File: src/hdl/coab_pkg.sv
// ============================================================================
// Cursor overlay alpha blend: shared package
// Types and constants used by the cursor overlay modules.
// ============================================================================
package coab_pkg;

    // Configuration port
    localparam int CFG_INDEX_W = 3;
    localparam int CFG_DATA_W  = 16;

    // Register indexes
    localparam logic [CFG_INDEX_W-1:0] REG_CURSOR_LEFT   = 3'd0;
    localparam logic [CFG_INDEX_W-1:0] REG_CURSOR_TOP    = 3'd1;
    localparam logic [CFG_INDEX_W-1:0] REG_CURSOR_WIDTH  = 3'd2;
    localparam logic [CFG_INDEX_W-1:0] REG_CURSOR_HEIGHT = 3'd3;
    localparam logic [CFG_INDEX_W-1:0] REG_PIXEL_LAYOUT  = 3'd4;

    // Pixel layout codes
    localparam logic [1:0] LAYOUT_RED_HIGH = 2'd0;
    localparam logic [1:0] LAYOUT_RED_LOW  = 2'd1;
    localparam logic [1:0] LAYOUT_PASS     = 2'd2;

    // Input kinds carried on tuser
    localparam logic ACTION_LOAD  = 1'b0;
    localparam logic ACTION_BLEND = 1'b1;

    // Stream widths
    localparam int S_TDATA_W = 96;
    localparam int M_TDATA_W = 24;

    // Control for a blend request leaving the coordinate stage
    typedef struct packed {
        logic valid;     // a blend request is present
        logic hit;       // cursor covers the pixel and blending applies
        logic red_low;   // red sits in byte 0, blue in byte 2
    } coab_ctl_t;

endpackage

File: src/hdl/coab_hit.sv
// ============================================================================
// Cursor overlay: coordinate test
// Decides whether the cursor rectangle covers a pixel and forms the store
// address of the cursor word that lies under it.
// ============================================================================
module coab_hit #(
    parameter int CURSOR_MAX_W = 64,
    parameter int CURSOR_MAX_H = 64
) (
    input  logic                                        blend,
    input  logic [13:0]                                 pixel_x,
    input  logic [13:0]                                 pixel_y,
    input  logic [15:0]                                 origin_col,
    input  logic [15:0]                                 origin_row,
    input  logic [6:0]                                  cursor_width,
    input  logic [6:0]                                  cursor_height,
    input  logic [1:0]                                  pixel_layout,
    output coab_pkg::coab_ctl_t                         ctl,
    output logic [$clog2(CURSOR_MAX_W*CURSOR_MAX_H)-1:0] addr
);

    localparam int AW = $clog2(CURSOR_MAX_W * CURSOR_MAX_H);
    localparam int CW = $clog2(CURSOR_MAX_W);
    localparam int RW = $clog2(CURSOR_MAX_H);
    localparam logic [9:0] MAX_W_L = 10'(CURSOR_MAX_W);
    localparam logic [9:0] MAX_H_L = 10'(CURSOR_MAX_H);

    logic signed [17:0] dx;
    logic signed [17:0] dy;
    logic [9:0]         w_eff;
    logic [9:0]         h_eff;
    logic               inside_x;
    logic               inside_y;
    logic               layout_ok;

    // Offsets of the pixel from the cursor origin.
    assign dx = $signed({4'd0, pixel_x}) - 18'(signed'(origin_col));
    assign dy = $signed({4'd0, pixel_y}) - 18'(signed'(origin_row));

    // The rectangle in use is clipped to the size of the store.
    assign w_eff = ({3'd0, cursor_width} > MAX_W_L) ? MAX_W_L : {3'd0, cursor_width};
    assign h_eff = ({3'd0, cursor_height} > MAX_H_L) ? MAX_H_L : {3'd0, cursor_height};

    assign inside_x  = !dx[17] && (dx < $signed({8'd0, w_eff}));
    assign inside_y  = !dy[17] && (dy < $signed({8'd0, h_eff}));
    assign layout_ok = (pixel_layout == coab_pkg::LAYOUT_RED_HIGH) ||
                       (pixel_layout == coab_pkg::LAYOUT_RED_LOW);

    always_comb begin
        ctl.valid   = blend;
        ctl.hit     = blend && layout_ok && inside_x && inside_y;
        ctl.red_low = (pixel_layout == coab_pkg::LAYOUT_RED_LOW);
    end

    // Row-major address; only meaningful when the pixel is covered.
    assign addr = AW'(dy[RW-1:0]) * AW'(CURSOR_MAX_W) + AW'(dx[CW-1:0]);

endmodule

File: config.mk
export PLATFORM = sky130hd
export DESIGN_NAME = coab_hit
export DESIGN_NICKNAME = d
export VERILOG_FILES = /design/src/hdl/coab_pkg.sv /design/src/hdl/coab_hit.sv
export SDC_FILE = /design/constraint.sdc
export NUM_CORES = 1
export LEC_CHECK = 0
export BUFFER_PORTS_ARGS = -buffer_cell sky130_fd_sc_hd__buf_2
export CAP_MARGIN = 10
export CORE_ASPECT_RATIO = 0.8
export CORE_MARGIN = 2
export CORE_UTILIZATION = 54
export DETAILED_ROUTE_END_ITERATION = 8
export MAX_ROUTING_LAYER = met4
export PLACE_DENSITY_LB_ADDON = 0.15
export SYNTH_ARGS = -nofsm -noshare
export SYNTH_HDL_FRONTEND = slang
export SYNTH_SLANG_ARGS = --single-unit
export TNS_END_PERCENT = 10
File: constraint.sdc
create_clock -name vclk -period 5.7
set_input_delay 0.285 -clock vclk [all_inputs]
set_output_delay 0.285 -clock vclk [all_outputs]
set_load 0.03 [all_outputs]
==> impl_metrics.json <==
{
  "cells_along_the_critical_path": "buf_2, inv_1, ha_1, fa_1, nor2b_4, o31a_1, o21a_1, nor2_1, xnor2_1, ha_1, a222oi_1, o211ai_1, nor4_1, o311ai_0, nor4_2, nand4_1, nor4_2, buf_2",
  "worstPathRequired_ns": 5.41,
  "areaGrowthSynthToFinish_pct": 25.42,
  "design.seq.count": 0,
  "post-cts-setup-buffers": 0,
  "post_synth_inst_count": 278,
  "power_leakage_nw": 1.349,
  "synth.cell_area_sq_um": 1929,
  "vdd_drop_max_mv": 0.07168,
  "pwr_density_cell_nw_per_um2": 120.8,
  "setup.worst_path.class": "input port to output port",
  "hold_path_class": "input port to output port",
  "post_synth.cell_area_avg_sq_um": 6.940,
  "1st_pass_router_iterations": 4,
  "gpl.final_weighted_congestion": 0.9109,
  "antenna_found_initial": 0,
  "netlist.top_cell.by_area": "sky130_fd_sc_hd__ha_1",
  "floorplan.die.width_um": 70.83,
  "drt-initial-drc-count": 137,
  "via_count": 2237,
  "cpPeakStageDelay_ns": 0.43,
  "number_of_antenna_diodes": 0,
  "cts.repair.resized": 0,
  "grt_max_degree": 12,
  "global_route_wire_length_before_repair_um": 8038,
  "ys_warn_count": 0,
  "share_comb_of_total_power_pct": 100.0,
  "max_slew_margin_pct": 72.15,
  "synth_common_cells": "sky130_fd_sc_hd__inv_1, sky130_fd_sc_hd__ha_1, sky130_fd_sc_hd__a21oi_1",
  "fraction_of_power_consumed_by_sequential_logic_pct": 0,
  "hpwlAfterDp_um": 4150,
  "fraction_of_layout_instances_using_a_drive_strength_above_1_pct": 28.77,
  "switching_power_mw": 0.1676,
  "boundaryPins": 92,
  "hold_violations": 0,
  "fp-row-count": 19,
  "finalMaxSlewViolations": 0,
  "cts.hold.buffers_added": 0,
  "setup_viol": 0,
  "crit_path_max_fanout": 3,
  "layout_worst_path_cycle_share_pct": 69.11,
  "die_h_um": 57.46,
  "netSwitchingFraction_pct": 57.35,
  "die_area_sq_um": 4070,
  "clkbuf_count": 0,
  "fillers": 302,
  "final.hold.worst_slack_ns": 0.8485,
  "synthesis.nets": 397,
  "worst_setup_path_end_kind": "output port",
  "final_antenna_net_count": 0,
  "register_area_sq_um": 0,
  "grt_pass1_vias": 1992,
  "synthDominantCellAreaShare_pct": 25.94,
  "maxCapViolations": 0,
  "final.setup.tns_ns": 0,
  "io_buffer_count": 92,
  "floorplan.initialDensity_pct": 56.36,
  "grt_usage_pct": 23.24,
  "globalRoute.totalOverflow": 0,
  "core-area_sq_um": 3423,
  "post-route-min-period_ns": 3.939,
  "proportion_of_synthesized_chip_area_in_sequential_cells_pct": 0,
  "clockPowerShare_pct": 0,
  "post_synth_main_area_contributors": "sky130_fd_sc_hd__ha_1, sky130_fd_sc_hd__inv_1, sky130_fd_sc_hd__a21oi_1, sky130_fd_sc_hd__xnor2_1, sky130_fd_sc_hd__nand2_1",
  "worst_slew_pin_slew_ns": 0.4126,
  "max_freq_mhz": 253.8,
  "power_report.internal_total_mw": 0.1247,
  "run_status": "finished, final reports clean",
  "rsz0062_at_grt": "no",
  "routed_wire_length_per_instance_um": 11.66,
  "library_cells_used_by_synthesis": 57,
  "drt_wirelength_um": 4745,
  "startpoint_type": "input port",
  "drc_errors": 0,
  "synth.most_common_cell": "sky130_fd_sc_hd__inv_1",
  "post_drt_via_cell_ratio": 5.496,
  "crit_slowest_cell": "sky130_fd_sc_hd__fa_1",
  "nNetsFinal": 486,
  "worst-endpoint-arrival_ns": 3.65
}
[placed cells by master, fill, tap and decap left out, types with 2 or more instances in the layout]
cell type                  Yosys  layout
sky130_fd_sc_hd__a21o_1        4       4
sky130_fd_sc_hd__a21oi_1      25      25
sky130_fd_sc_hd__a31oi_1       4       4
sky130_fd_sc_hd__and3_1        3       3
sky130_fd_sc_hd__buf_2         0      92
sky130_fd_sc_hd__fa_1          2       2
sky130_fd_sc_hd__ha_1         40      40
sky130_fd_sc_hd__inv_1        48      48
sky130_fd_sc_hd__mux2i_1       5       5
sky130_fd_sc_hd__nand2_1      21      21
sky130_fd_sc_hd__nand2b_1      2       2
sky130_fd_sc_hd__nand3_1       5       5
sky130_fd_sc_hd__nand3b_1      3       3
sky130_fd_sc_hd__nand4_1       4       4
sky130_fd_sc_hd__nor2_1       14      14
sky130_fd_sc_hd__nor2b_1       5       5
sky130_fd_sc_hd__nor3_1        4       4
sky130_fd_sc_hd__nor4_1        2       2
sky130_fd_sc_hd__nor4_2        2       2
sky130_fd_sc_hd__o211ai_1      4       4
sky130_fd_sc_hd__o21a_1       10      10
sky130_fd_sc_hd__o21ai_0      15      15
sky130_fd_sc_hd__o21bai_1      2       2
sky130_fd_sc_hd__o22ai_1       2       2
sky130_fd_sc_hd__o31a_1        2       2
sky130_fd_sc_hd__o31ai_1       2       2
sky130_fd_sc_hd__or3_1         2       2
sky130_fd_sc_hd__or4_1         2       2
sky130_fd_sc_hd__xnor2_1      12      12
[routing by layer]
metal / global-route usage (%) / part of all wire (%)
met1: 32.03 / 48
met2: 39.92 / 44
met3: 0.5300 / 7.3
met4: 1.887 / 0.91
met5: - / 0
[area by class of cell]
| class | instances | area [sq um] | area share, % |
|---|---|---|---|
| tap | 42 | 52.55 | 2.172 |
| timing repair buffer | 92 | 460.4 | 19.03 |
| inverter | 49 | 183.9 | 7.601 |
| multi-input combinational | 224 | 1723 | 71.20 |
[worst paths after layout]
kind              startpoint  endpoint  slack, ns  cells after the start
hold / removal         blend    ctl[2]       0.85                      2
setup / recovery  pixel_x[0]    ctl[1]       1.76                     18
[critical path, delay by kind of cell]
family | cells | cell delay [ns]
adder cells (fa/ha/maj) | 3 | 0.94
AO/OA/AOI/OAI | 5 | 0.92
AND/OR/NAND/NOR | 6 | 1.02
buffers and inverters | 3 | 0.35
XOR/XNOR | 1 | 0.13
[stage by stage]
| stage | power, mW | setup slack (ns) | util [%] | instances | area, sq um |
|---|---|---|---|---|---|
| after floorplan | 0.2109 | 1.647 | - | 278 | 1929 |
| after global placement | 0.2829 | 1.794 | 70.69 | 407 | 2420 |
| after detailed placement | 0.2889 | 1.753 | 70.69 | 407 | 2420 |
| after CTS | 0.2909 | 1.741 | 70.69 | 407 | 2420 |
| after global routing | 0.3260 | 1.387 | 70.69 | 407 | 2420 |
| final | 0.2923 | 1.761 | 70.69 | 407 | 2420 |
[cells by family (layout without fill, tap and decap cells)]
logic type | Yosys count | count (layout) | synth area share (%)
AO/OA/AOI/OAI | 88 | 88 | 30.93
AND/OR/NAND/NOR | 75 | 75 | 21.34
buffers and inverters | 54 | 141 | 10.70
adder cells (fa/ha/maj) | 43 | 43 | 28.53
XOR/XNOR | 13 | 13 | 5.901
multiplexers | 5 | 5 | 2.594
[power groups by stage]
| stage | Clock [mW] | Combinational (mW) | Sequential, mW |
|---|---|---|---|
| global placement | 0 | 0.283 | 0 |
| global route | 0 | 0.326 | 0 |
| CTS | 0 | 0.291 | 0 |
| floorplan | 0 | 0.211 | 0 |
| finish | 0 | 0.292 | 0 |
| detailed placement | 0 | 0.289 | 0 |
Note: power is estimated with default switching activity, not from simulation.
