===== src/hdl/coab_mix.sv =====
// ============================================================================
// Cursor overlay: channel blend
// Two register stages: the scaled frame channel, then the divide by 255,
// the premultiplied cursor add and the final selection.
// ============================================================================
module coab_mix (
    input  logic       aclk,
    input  logic       en,
    input  logic       hit,
    input  logic [7:0] p,
    input  logic [7:0] a,
    input  logic [7:0] c,
    output logic [7:0] q_reg
);

    logic [15:0] prod_reg;
    logic [7:0]  p_reg;
    logic [7:0]  c_reg;
    logic        full_reg;
    logic        hit_reg;
    logic [16:0] sum;
    logic [7:0]  quot;
    logic [7:0]  blend;
    logic [7:0]  q_next;

    // Stage one: frame channel times inverse alpha, plus the rounding term.
    always_ff @(posedge aclk) begin
        if (en) begin
            prod_reg <= 16'(p) * (16'd255 - 16'(a)) + 16'd127;
            p_reg    <= p;
            c_reg    <= c;
            full_reg <= (a == 8'd255);
            hit_reg  <= hit;
        end
    end

    // Exact division by 255 for values below 65280.
    assign sum  = {1'b0, prod_reg} + {9'd0, prod_reg[15:8]} + 17'd1;
    assign quot = sum[15:8];

    // Full alpha takes the cursor colour; otherwise add it with 8-bit wrap.
    assign blend  = full_reg ? c_reg : 8'(quot + c_reg);
    assign q_next = hit_reg ? blend : p_reg;

    // Stage two: result byte.
    always_ff @(posedge aclk) begin
        if (en) begin
            q_reg <= q_next;
        end
    end

endmodule


===== config.mk =====
export PLATFORM = sky130hd
export DESIGN_NAME = coab_mix
export DESIGN_NICKNAME = d
export VERILOG_FILES = /design/src/hdl/coab_mix.sv
export SDC_FILE = /design/constraint.sdc
export NUM_CORES = 1
export LEC_CHECK = 0
export BUFFER_PORTS_ARGS = -buffer_cell sky130_fd_sc_hd__clkbuf_2
export CAP_MARGIN = 10
export CORE_ASPECT_RATIO = 0.8
export CORE_MARGIN = 2
export CORE_UTILIZATION = 30
export DETAILED_ROUTE_END_ITERATION = 8
export PLACE_DENSITY_LB_ADDON = 0.2
export SYNTH_ARGS = -nofsm -noshare
export SYNTH_HDL_FRONTEND = slang
export SYNTH_SLANG_ARGS = --single-unit

===== constraint.sdc =====
create_clock -name aclk -period 6.55 [get_ports aclk]
set_clock_uncertainty 0.2 [all_clocks]
set_input_delay 1.965 -clock aclk [delete_from_list [all_inputs] [get_ports aclk]]
set_output_delay 1.965 -clock aclk [all_outputs]
set_load 0.02 [all_outputs]

==> results of run 1 <==
-- cell type report --
class | instances | area share [%]
timing repair buffer | 85 | 10.26
sequential | 42 | 22.77
inverter | 67 | 4.540
multi-input combinational | 324 | 55.59
tap | 189 | 4.269
clock inverter | 2 | 0.2485
clock buffer | 6 | 2.327
-- timing repair --
item                                    CTS  global route
setup buffers                             0             2
gates resized for setup                   0            14
endpoints found under the setup margin    0             4
-- through the flow --
step	hold slack [ns]	setup slack (ns)	utilization, %	power [mW]
after detailed placement	0.3327	-0.2627	35.62	1.953
after CTS	0.3523	0.02860	36.58	2.208
after global routing	0.3754	-0.02194	37.14	2.486
after global placement	0.3410	-0.1440	35.62	1.938
final	0.3512	0.1487	37.14	2.259
after floorplan	0.3248	0.08218	-	1.461
-- kinds of logic (layout without fill, tap and decap cells) --
logic type / Yosys count / after routing / share of synthesized area (%)
XOR/XNOR: 25 / 25 / 4.826
AO/OA/AOI/OAI: 56 / 56 / 8.715
AND/OR/NAND/NOR: 135 / 135 / 16.55
multiplexers: 5 / 5 / 1.131
buffers and inverters: 70 / 160 / 5.791
flip-flops: 42 / 42 / 27.80
adder cells (fa/ha/maj): 103 / 103 / 35.19
-- final timing paths --
check / start / depth (start not counted) / to / slack [ns]
setup reg to reg: prod_reg[14] / 12 / q_reg[7] / 2.73
hold / removal: p_reg[2] / 1 / q_reg[2] / 0.35
setup / recovery: p[3] / 15 / prod_reg[14] / 0.15
hold reg to reg: p_reg[2] / 1 / q_reg[2] / 0.35
-- worst register-to-register path: stages (launching register included) --
cell and delay [ns]:
edfxtp_1 0.48, ha_1 0.35, nand3_1 0.11, o211a_1 0.28, a21oi_1 0.36, xor2_1 0.30, ha_1 0.29, a21oi_1 0.21
o211ai_1 0.15, o41ai_1 0.41, xor2_1 0.20, o21bai_1 0.13, nand3_1 0.09
-- metal layers --
metal / vias up / global-route usage (%) / wire, um
li1: 1656 / - / -
met1: 1561 / 17.23 / 4805
met2: 45 / 20.00 / 4308
met3: 6 / 1.595 / 342
met4: 0 / 2.200 / 70
met5: - / 0 / 0
-- synthesized netlist by cell type (2+ instances only) --
| cell | count | share of area, % |
|---|---|---|
| xnor2_1 | 15 | 2.9 |
| nor2_1 | 20 | 1.7 |
| nor4_1 | 2 | 0.28 |
| nand2b_1 | 30 | 4.1 |
| o21bai_1 | 5 | 0.83 |
| a21o_1 | 6 | 0.99 |
| nor2b_1 | 41 | 5.7 |
| nand2_1 | 12 | 0.99 |
| nand4_1 | 5 | 0.69 |
| a21oi_1 | 20 | 2.2 |
| o211ai_1 | 4 | 0.66 |
| a21oi_2 | 2 | 0.39 |
| clkbuf_1 | 3 | 0.25 |
| inv_1 | 67 | 5.5 |
| a31oi_1 | 2 | 0.28 |
| o21ai_0 | 7 | 0.77 |
| fa_1 | 41 | 18 |
| edfxtp_1 | 42 | 28 |
| nor3_1 | 5 | 0.55 |
| and3_1 | 6 | 0.83 |
| mux2i_1 | 4 | 0.88 |
| ha_1 | 62 | 17 |
| xor2_1 | 10 | 1.9 |
| nand3_1 | 11 | 1.2 |
-- power groups by stage --
stage	combinational, mW	sequential (mW)	clock (mW)
after floorplan	0.989	0.472	0
after global placement	1.46	0.477	0
after detailed placement	1.48	0.477	0
after CTS	1.49	0.472	0.248
after global routing	1.75	0.480	0.257
final	1.55	0.472	0.239
==> flow_metrics.py, run 1 <==
metrics = {
    "placement": {
        "dp_hpwl_mm": 8.056,
        "place_area_um2": 5313,
        "routabilityCongestion": 0.8048,
        "io_buffers": 34,
        "place_inst": 705,
    },
    "yosys": {
        "netlist_area_um2": 4537,
        "synth_edf_count": 42,
        "synthCells": 436,
        "ys_seq_area_share_pct": 27.80,
        "ys.flop_type": "edfxtp_1",
        "ys_types": 38,
        "ys_warn_count": 0,
        "synth.avg_cell_area_um2": 10.41,
        "ys_seq_elements": 42,
        "synth_fp_nets": 566,
        "async_flop_share_pct": 0,
    },
    "timing": {
        "rsz0062_at_grt": "yes",
        "relSlewSlack_pct": 28.31,
        "finalMaxSlewViolations": 0,
        "period_needed_ns": 6.401,
        "worst_pin_slew_ns": 1.075,
        "fin_crit_sh_pct": 97.73,
        "setup_viol": 0,
        "fmax_mhz": 156.2,
        "fin_setup_tns_ns": 0,
        "hold_viol_final": 0,
    },
    "worst_setup_path": {
        "cp-end-kind": "flip-flop",
        "critical_path.top_delay_family": "adder cells",
        "worst_path_max_delay_cell": "fa_1",
        "worstSetupPathType": "in -> reg",
        "start_kind": "primary input",
        "worstPathArrival_ns": 6.22,
        "cp_cell_sequence": "clkbuf_2 -> buf_4 -> nand2b_1 -> fa_2 -> inv_1 -> ha_1 -> fa_1 -> fa_1 -> inv_1 -> fa_1 -> inv_1 -> ha_2 -> a2111oi_4 -> nor4_1 -> or4b_1",
        "cpPeakStageDelay_ns": 0.54,
        "cp_num_buf_inv": 5,
        "critPathMaxFanout": 5,
        "required_ns": 6.37,
    },
    "clocking": {
        "cts-buffers-inserted": 5,
        "cts_htree_levels": 2,
        "cts_tree": "yes",
        "postCtsHoldBufs": 0,
        "clkSlewWorstSetupHoldPaths_ns": 0.06,
        "clk_latency_ns": 0.28,
        "clockRootBuffer": "clkbuf_16",
        "clock_sinks": 42,
        "cts_max_path_buffers": 2,
    },
    "layout": {
        "largest_register_ffs": 16,
        "nFillCells": 1521,
        "multiInputGateArea_um2": 3079,
        "fin_area_um2": 5539,
        "ff_latch_area_um2": 1261,
        "layoutNonFillerInstCount": 715,
        "mostFrequentLayoutCells": "inv_1 (66), ha_1 (61), buf_4 (50)",
        "final_nets": 655,
        "final_common_cell": "inv_1",
        "syn2layout_area_growth_pct": 22.09,
        "final_layout_size_suffix_gt1_share_pct": 20.72,
        "diodes": 0,
    },
    "pwr": {
        "swShare_pct": 41.40,
        "power.switching_mw": 0.9351,
        "p_clk_share_pct": 10.6,
        "sequentialPowerShare_pct": 20.9,
        "p_int_mw": 1.323,
        "p_leak_nw": 2.662,
        "cellPowerDensity_nw_per_um2": 407.8,
        "ir_worst_vdd_v": 0.0001456,
        "p_comb_share_pct": 68.5,
    },
    "floorplanning": {
        "rows": 40,
        "io_pins": 35,
        "die_area_um2": 16130,
        "die_h_um": 114.0,
        "start_util_pct": 30.42,
        "die_x_um": 141.5,
        "core_area_um2": 14910,
    },
    "drt": {
        "route.detailed.drc": 0,
        "first_pass_iters": 4,
        "initialDrtViolationCount": 126,
        "via_per_inst": 4.571,
        "routed_wl_mm": 9.527,
        "vias": 3268,
        "ant_nets": 0,
        "routedWlPerCell_um": 13.32,
    },
    "global_route": {
        "first_global_vias": 3290,
        "grt_antenna_before_repair": 0,
        "grt_max_degree": 43,
        "grt_usage_pct": 12.11,
        "grt-ovfl-total": 0,
        "grt_pass1_wl_mm": 15.64,
    },
    "hold_path": {
        "min_path_type": "reg -> reg",
    },
    "flow_run": {
        "maxCapViolCount": 0,
    },
    "status": {
        "status": "finished clean",
    },
}
Note: power is estimated with default switching activity, not from simulation.
==> run 2, diff against run 1 <==
Settings changed: MAX_ROUTING_LAYER set to met4.
==> run 2 against run 1 <==
Total power barely moved; sequential power hardly changed; via count rose by 0.12%; highest routed layer unchanged.
==> flow_metrics.py, run 2 (synthesis results as in run 1) <==
metrics = {
    "placement": {
        "place_area_um2": 5313,
        "io_buffers": 34,
        "dp_hpwl_mm": 8.056,
        "routabilityCongestion": 0.8165,
    },
    "drt": {
        "via_per_inst": 4.576,
        "initialDrtViolationCount": 108,
        "ant_nets": 0,
        "first_pass_iters": 4,
        "vias": 3272,
        "route.detailed.drc": 0,
        "routed_wl_mm": 9.533,
        "routedWlPerCell_um": 13.33,
    },
    "timing": {
        "rsz0062_at_grt": "yes",
        "setup_viol": 0,
        "relSlewSlack_pct": 28.31,
        "finalMaxSlewViolations": 0,
        "fin_setup_tns_ns": 0,
        "worst_pin_slew_ns": 1.075,
        "fmax_mhz": 156.4,
        "period_needed_ns": 6.393,
        "fin_crit_sh_pct": 97.60,
        "hold_viol_final": 0,
    },
    "global_route": {
        "grt_antenna_before_repair": 0,
        "grt_pass1_wl_mm": 15.64,
        "first_global_vias": 3287,
        "grt_max_degree": 43,
        "grt_usage_pct": 12.47,
        "grt-ovfl-total": 0,
    },
    "worst_setup_path": {
        "r2r-start": "prod_reg[14]",
        "required_ns": 6.37,
        "r2r_end": "q_reg[7]",
        "cpPeakStageDelay_ns": 0.54,
        "regToRegSetupSlack_ns": 2.73,
        "cp-end-kind": "flip-flop",
        "start_kind": "primary input",
        "worstPathArrival_ns": 6.21,
        "reg2regPathDepth": 12,
        "cp_cell_sequence": "clkbuf_2 -> buf_4 -> nand2b_1 -> fa_2 -> inv_1 -> ha_1 -> fa_1 -> fa_1 -> inv_1 -> fa_1 -> inv_1 -> ha_2 -> a2111oi_4 -> nor4_1 -> or4b_1",
        "worst_path_max_delay_cell": "fa_1",
        "critPathMaxFanout": 5,
        "worstSetupPathType": "in -> reg",
    },
    "clocking": {
        "clock_sinks": 42,
        "postCtsHoldBufs": 0,
        "clk_latency_ns": 0.28,
        "cts_htree_levels": 2,
        "clkSlewWorstSetupHoldPaths_ns": 0.06,
        "cts-buffers-inserted": 5,
        "clockRootBuffer": "clkbuf_16",
        "cts_tree": "yes",
        "cts_max_path_buffers": 2,
    },
    "layout": {
        "fin_area_um2": 5539,
        "mostFrequentLayoutCells": "inv_1 (66), ha_1 (61), buf_4 (50)",
        "largest_register_ffs": 16,
        "final_layout_size_suffix_gt1_share_pct": 20.72,
        "diodes": 0,
        "syn2layout_area_growth_pct": 22.09,
        "final_common_cell": "inv_1",
        "final_nets": 655,
    },
    "hold_path": {
        "hold_end": "q_reg[2]",
        "hold_start": "p_reg[2]",
        "whs_path_depth": 1,
        "min_path_type": "reg -> reg",
    },
    "pwr": {
        "cellPowerDensity_nw_per_um2": 407.8,
        "ir_worst_vdd_v": 0.0001456,
        "p_leak_nw": 2.662,
    },
    "flow_run": {
        "maxCapViolCount": 0,
    },
    "floorplanning": {
        "die_h_um": 114.0,
        "start_util_pct": 30.42,
        "core_area_um2": 14910,
        "io_pins": 35,
        "die_x_um": 141.5,
        "rows": 40,
        "die_area_um2": 16130,
    },
    "status": {
        "status": "finished clean",
    },
}
## run 2: cell counts in the layout (fill, tap and decap cells not counted)
No cell type changed its count.
## run 2: power breakdown
| part | switching, mW | internal [mW] |
|---|---|---|
| clock | 0.0982 | 0.141 |
| sequential | 0.0535 | 0.418 |
| combinational | 0.784 | 0.764 |
| total | 0.935 | 1.32 |
## run 2: how the worst max path moves through the flow
stage / start / endpoint / slack, ns
floorplan: a[3] / prod_reg[14] / 0.08
global placement: a[3] / prod_reg[15] / -0.14
detailed placement: a[3] / prod_reg[15] / -0.26
CTS: a[3] / prod_reg[15] / 0.03
global route: p[5] / prod_reg[15] / -0.02
finish: p[3] / prod_reg[14] / 0.16
## run 2: routing by layer
metal	up-vias	share of wire [%]	GRT usage, %
met2	47	45	20.00
met4	0	0.70	2.200
met5	-	0	-
met3	6	3.6	1.595
met1	1564	50	17.23
li1	1655	-	-
## run 2: area by class of cell
type | instances | area (um2)
clock buffer | 6 | 128.9
tap | 189 | 236.5
multi-input combinational | 324 | 3079
clock inverter | 2 | 13.76
fill | 1521 | 9375
inverter | 67 | 251.5
timing repair buffer | 85 | 568.0
sequential | 42 | 1261
## run 2: stage by stage
stage	setup slack, ns	power, mW	hold WS (ns)	utilization [%]	instances
after CTS	0.02860	2.208	0.3523	36.58	713
after detailed placement	-0.2627	1.953	0.3327	35.62	705
final	0.1574	2.259	0.3512	37.14	715
after floorplan	0.08218	1.461	0.3248	-	436
after global placement	-0.1440	1.938	0.3410	35.62	705
after global routing	-0.02197	2.486	0.3754	37.14	715
## run 2: worst max-delay path: cells and delay by family
family                     cells  cell delay [ns]
AOI/OAI and AO/OA              1             0.42
buffers and inverters          5             0.49
and+or+nand+nor                3             0.65
adders and majority gates      6             2.67
## run 2: what timing repair did
| action | 4_1_cts | 5_1_grt |
|---|---|---|
| gates resized for setup | 0 | 14 |
| endpoints found under the setup margin | 0 | 4 |
| buffers inserted | 0 | 2 |
==> run 3, diff against run 2 <==
Settings changed: SETUP_SLACK_MARGIN set to 0.2.
Clock period 6.55 ns to 6.8 ns, I/O delays scaled along.
==> run 3 against run 2 <==
Count of clock-buffer cells in the layout is the same; critical path depth did not move; first-iteration DRC count is 39% higher; largest cell class unchanged; highest routed layer unchanged.
==> flow_metrics.py, run 3 (synthesis results as in run 1) <==
metrics = {
    "status": {
        "status": "finished clean",
    },
    "clocking": {
        "cts-buffers-inserted": 5,
        "postCtsHoldBufs": 0,
        "clock_sinks": 42,
        "post-cts-setup-buffers": 0,
        "cts_tree": "yes",
        "clkSlewWorstSetupHoldPaths_ns": 0.06,
        "clk_latency_ns": 0.28,
        "cts_htree_levels": 2,
        "clockRootBuffer": "clkbuf_16",
        "cts_max_path_buffers": 2,
    },
    "worst_setup_path": {
        "cp-endpoint": "prod_reg[14]",
        "cpPeakStageDelay_ns": 0.55,
        "reg2regPathDepth": 12,
        "cp_cell_sequence": "buf_2 -> buf_6 -> nand2b_4 -> fa_2 -> inv_1 -> ha_4 -> fa_1 -> fa_1 -> inv_1 -> fa_1 -> inv_1 -> ha_4 -> a2111oi_4 -> nor4_1 -> or4b_1",
        "worst_path_max_delay_cell": "fa_2",
        "cp-end-kind": "flip-flop",
        "crit_path_start": "a[1]",
        "critPathMaxFanout": 5,
        "r2r-start": "prod_reg[10]",
        "regToRegSetupSlack_ns": 2.95,
        "worstPathArrival_ns": 6.26,
        "r2r_end": "q_reg[7]",
        "required_ns": 6.62,
        "worstSetupPathType": "in -> reg",
        "start_kind": "primary input",
    },
    "global_route": {
        "grt_max_degree": 43,
        "grt_usage_pct": 12.62,
        "grt-ovfl-total": 0,
        "grt_antenna_before_repair": 0,
        "grt_pass1_wl_mm": 15.70,
        "first_global_vias": 3240,
    },
    "layout": {
        "final_layout_size_suffix_gt1_share_pct": 17.46,
        "utilization_pct": 36.35,
        "largest_register_ffs": 16,
        "fin_area_um2": 5421,
        "mostFrequentLayoutCells": "inv_1 (66), ha_1 (58), edfxtp_1 (42)",
        "syn2layout_area_growth_pct": 19.50,
        "layoutNonFillerInstCount": 693,
        "final_nets": 633,
        "final_common_cell": "inv_1",
        "diodes": 0,
    },
    "floorplanning": {
        "die_h_um": 114.0,
        "start_util_pct": 30.42,
        "core_area_um2": 14910,
        "rows": 40,
        "die_area_um2": 16130,
        "die_x_um": 141.5,
        "io_pins": 35,
    },
    "drt": {
        "first_pass_iters": 4,
        "via_per_inst": 4.623,
        "ant_nets": 0,
        "routed_wl_mm": 9.552,
        "vias": 3204,
        "route.detailed.drc": 0,
        "initialDrtViolationCount": 150,
        "routedWlPerCell_um": 13.78,
    },
    "timing": {
        "fin_setup_tns_ns": 0,
        "relSlewSlack_pct": 30.60,
        "period_needed_ns": 6.446,
        "worst_pin_slew_ns": 1.041,
        "hold_ws_ns": 0.3537,
        "rsz0062_at_grt": "no",
        "fin_crit_sh_pct": 94.80,
        "finalMaxSlewViolations": 0,
        "fmax_mhz": 155.1,
        "setup_viol": 0,
        "setup_ws_ns": 0.3539,
        "hold_viol_final": 0,
    },
    "pwr": {
        "finalPower_mw": 2.132,
        "ir_worst_vdd_v": 0.0001610,
        "power.switching_mw": 0.8797,
        "sequentialPowerShare_pct": 21.2,
        "cellPowerDensity_nw_per_um2": 393.2,
        "p_comb_share_pct": 66.1,
        "p_int_mw": 1.252,
        "swShare_pct": 41.27,
        "p_leak_nw": 2.552,
        "p_clk_share_pct": 12.7,
    },
    "hold_path": {
        "min_path_type": "reg -> reg",
    },
    "flow_run": {
        "maxCapViolCount": 0,
    },
    "placement": {
        "dp_hpwl_mm": 8.028,
        "post-place-ws_ns": -0.05346,
        "routabilityCongestion": 0.7887,
        "place_inst": 685,
        "io_buffers": 34,
        "place_area_um2": 5162,
    },
}
[run 3: changes by cell type in the layout (fill, tap and decap cells not counted), sizes merged]
cell	delta
buf	-20
bufinv	+1
clkbuf	-2
clkinv	-2
clkinvlp	+1
[run 3: per-layer routing]
layer	wire length (um)	track usage [%]	share of wire, %
met5	0	-	0
met4	87	2.733	0.91
met3	276	1.637	2.9
met2	4222	19.58	44
met1	4966	17.75	52
[run 3: worst min-delay path by stage]
stage             start        to  slack [ns]  cells past startpoint
5_1_grt        p_reg[2]  q_reg[2]        0.38                      1
4_1_cts        p_reg[2]  q_reg[2]        0.36                      1
3_3_place_gp   p_reg[2]  q_reg[2]        0.34                      1
6_report       p_reg[2]  q_reg[2]        0.35                      1
3_5_place_dp   p_reg[2]  q_reg[2]        0.34                      1
2_1_floorplan  p_reg[2]  q_reg[2]        0.32                      1
[run 3: area by class of cell]
| cell class | instances | area [um2] |
|---|---|---|
| clock buffer | 6 | 128.9 |
| clock inverter | 2 | 37.54 |
| fill | 1501 | 9493 |
| inverter | 67 | 251.5 |
| multi-input combinational | 324 | 3097 |
| sequential | 42 | 1261 |
| tap | 189 | 236.5 |
| timing repair buffer | 63 | 409.1 |
[run 3: critical path: cells and delay by family]
family / cells / cell delay (ns)
compound gates: 1 / 0.40
fa+ha+maj: 6 / 2.60
buf+inv: 5 / 0.46
simple gates: 3 / 0.75
[run 3: timing repair]
action | CTS | global route
setup endpoints to repair | 0 | 4
hold endpoints to repair | 0 | 0
gates resized for setup | 0 | 19
[run 3: power groups by stage]
stage	clock network, mW	registers, mW	logic (mW)
2_1_floorplan	0	0.455	0.953
4_1_cts	0.276	0.454	1.38
5_1_grt	0.286	0.462	1.61
3_3_place_gp	0	0.459	1.34
3_5_place_dp	0	0.459	1.36
6_report	0.270	0.452	1.41
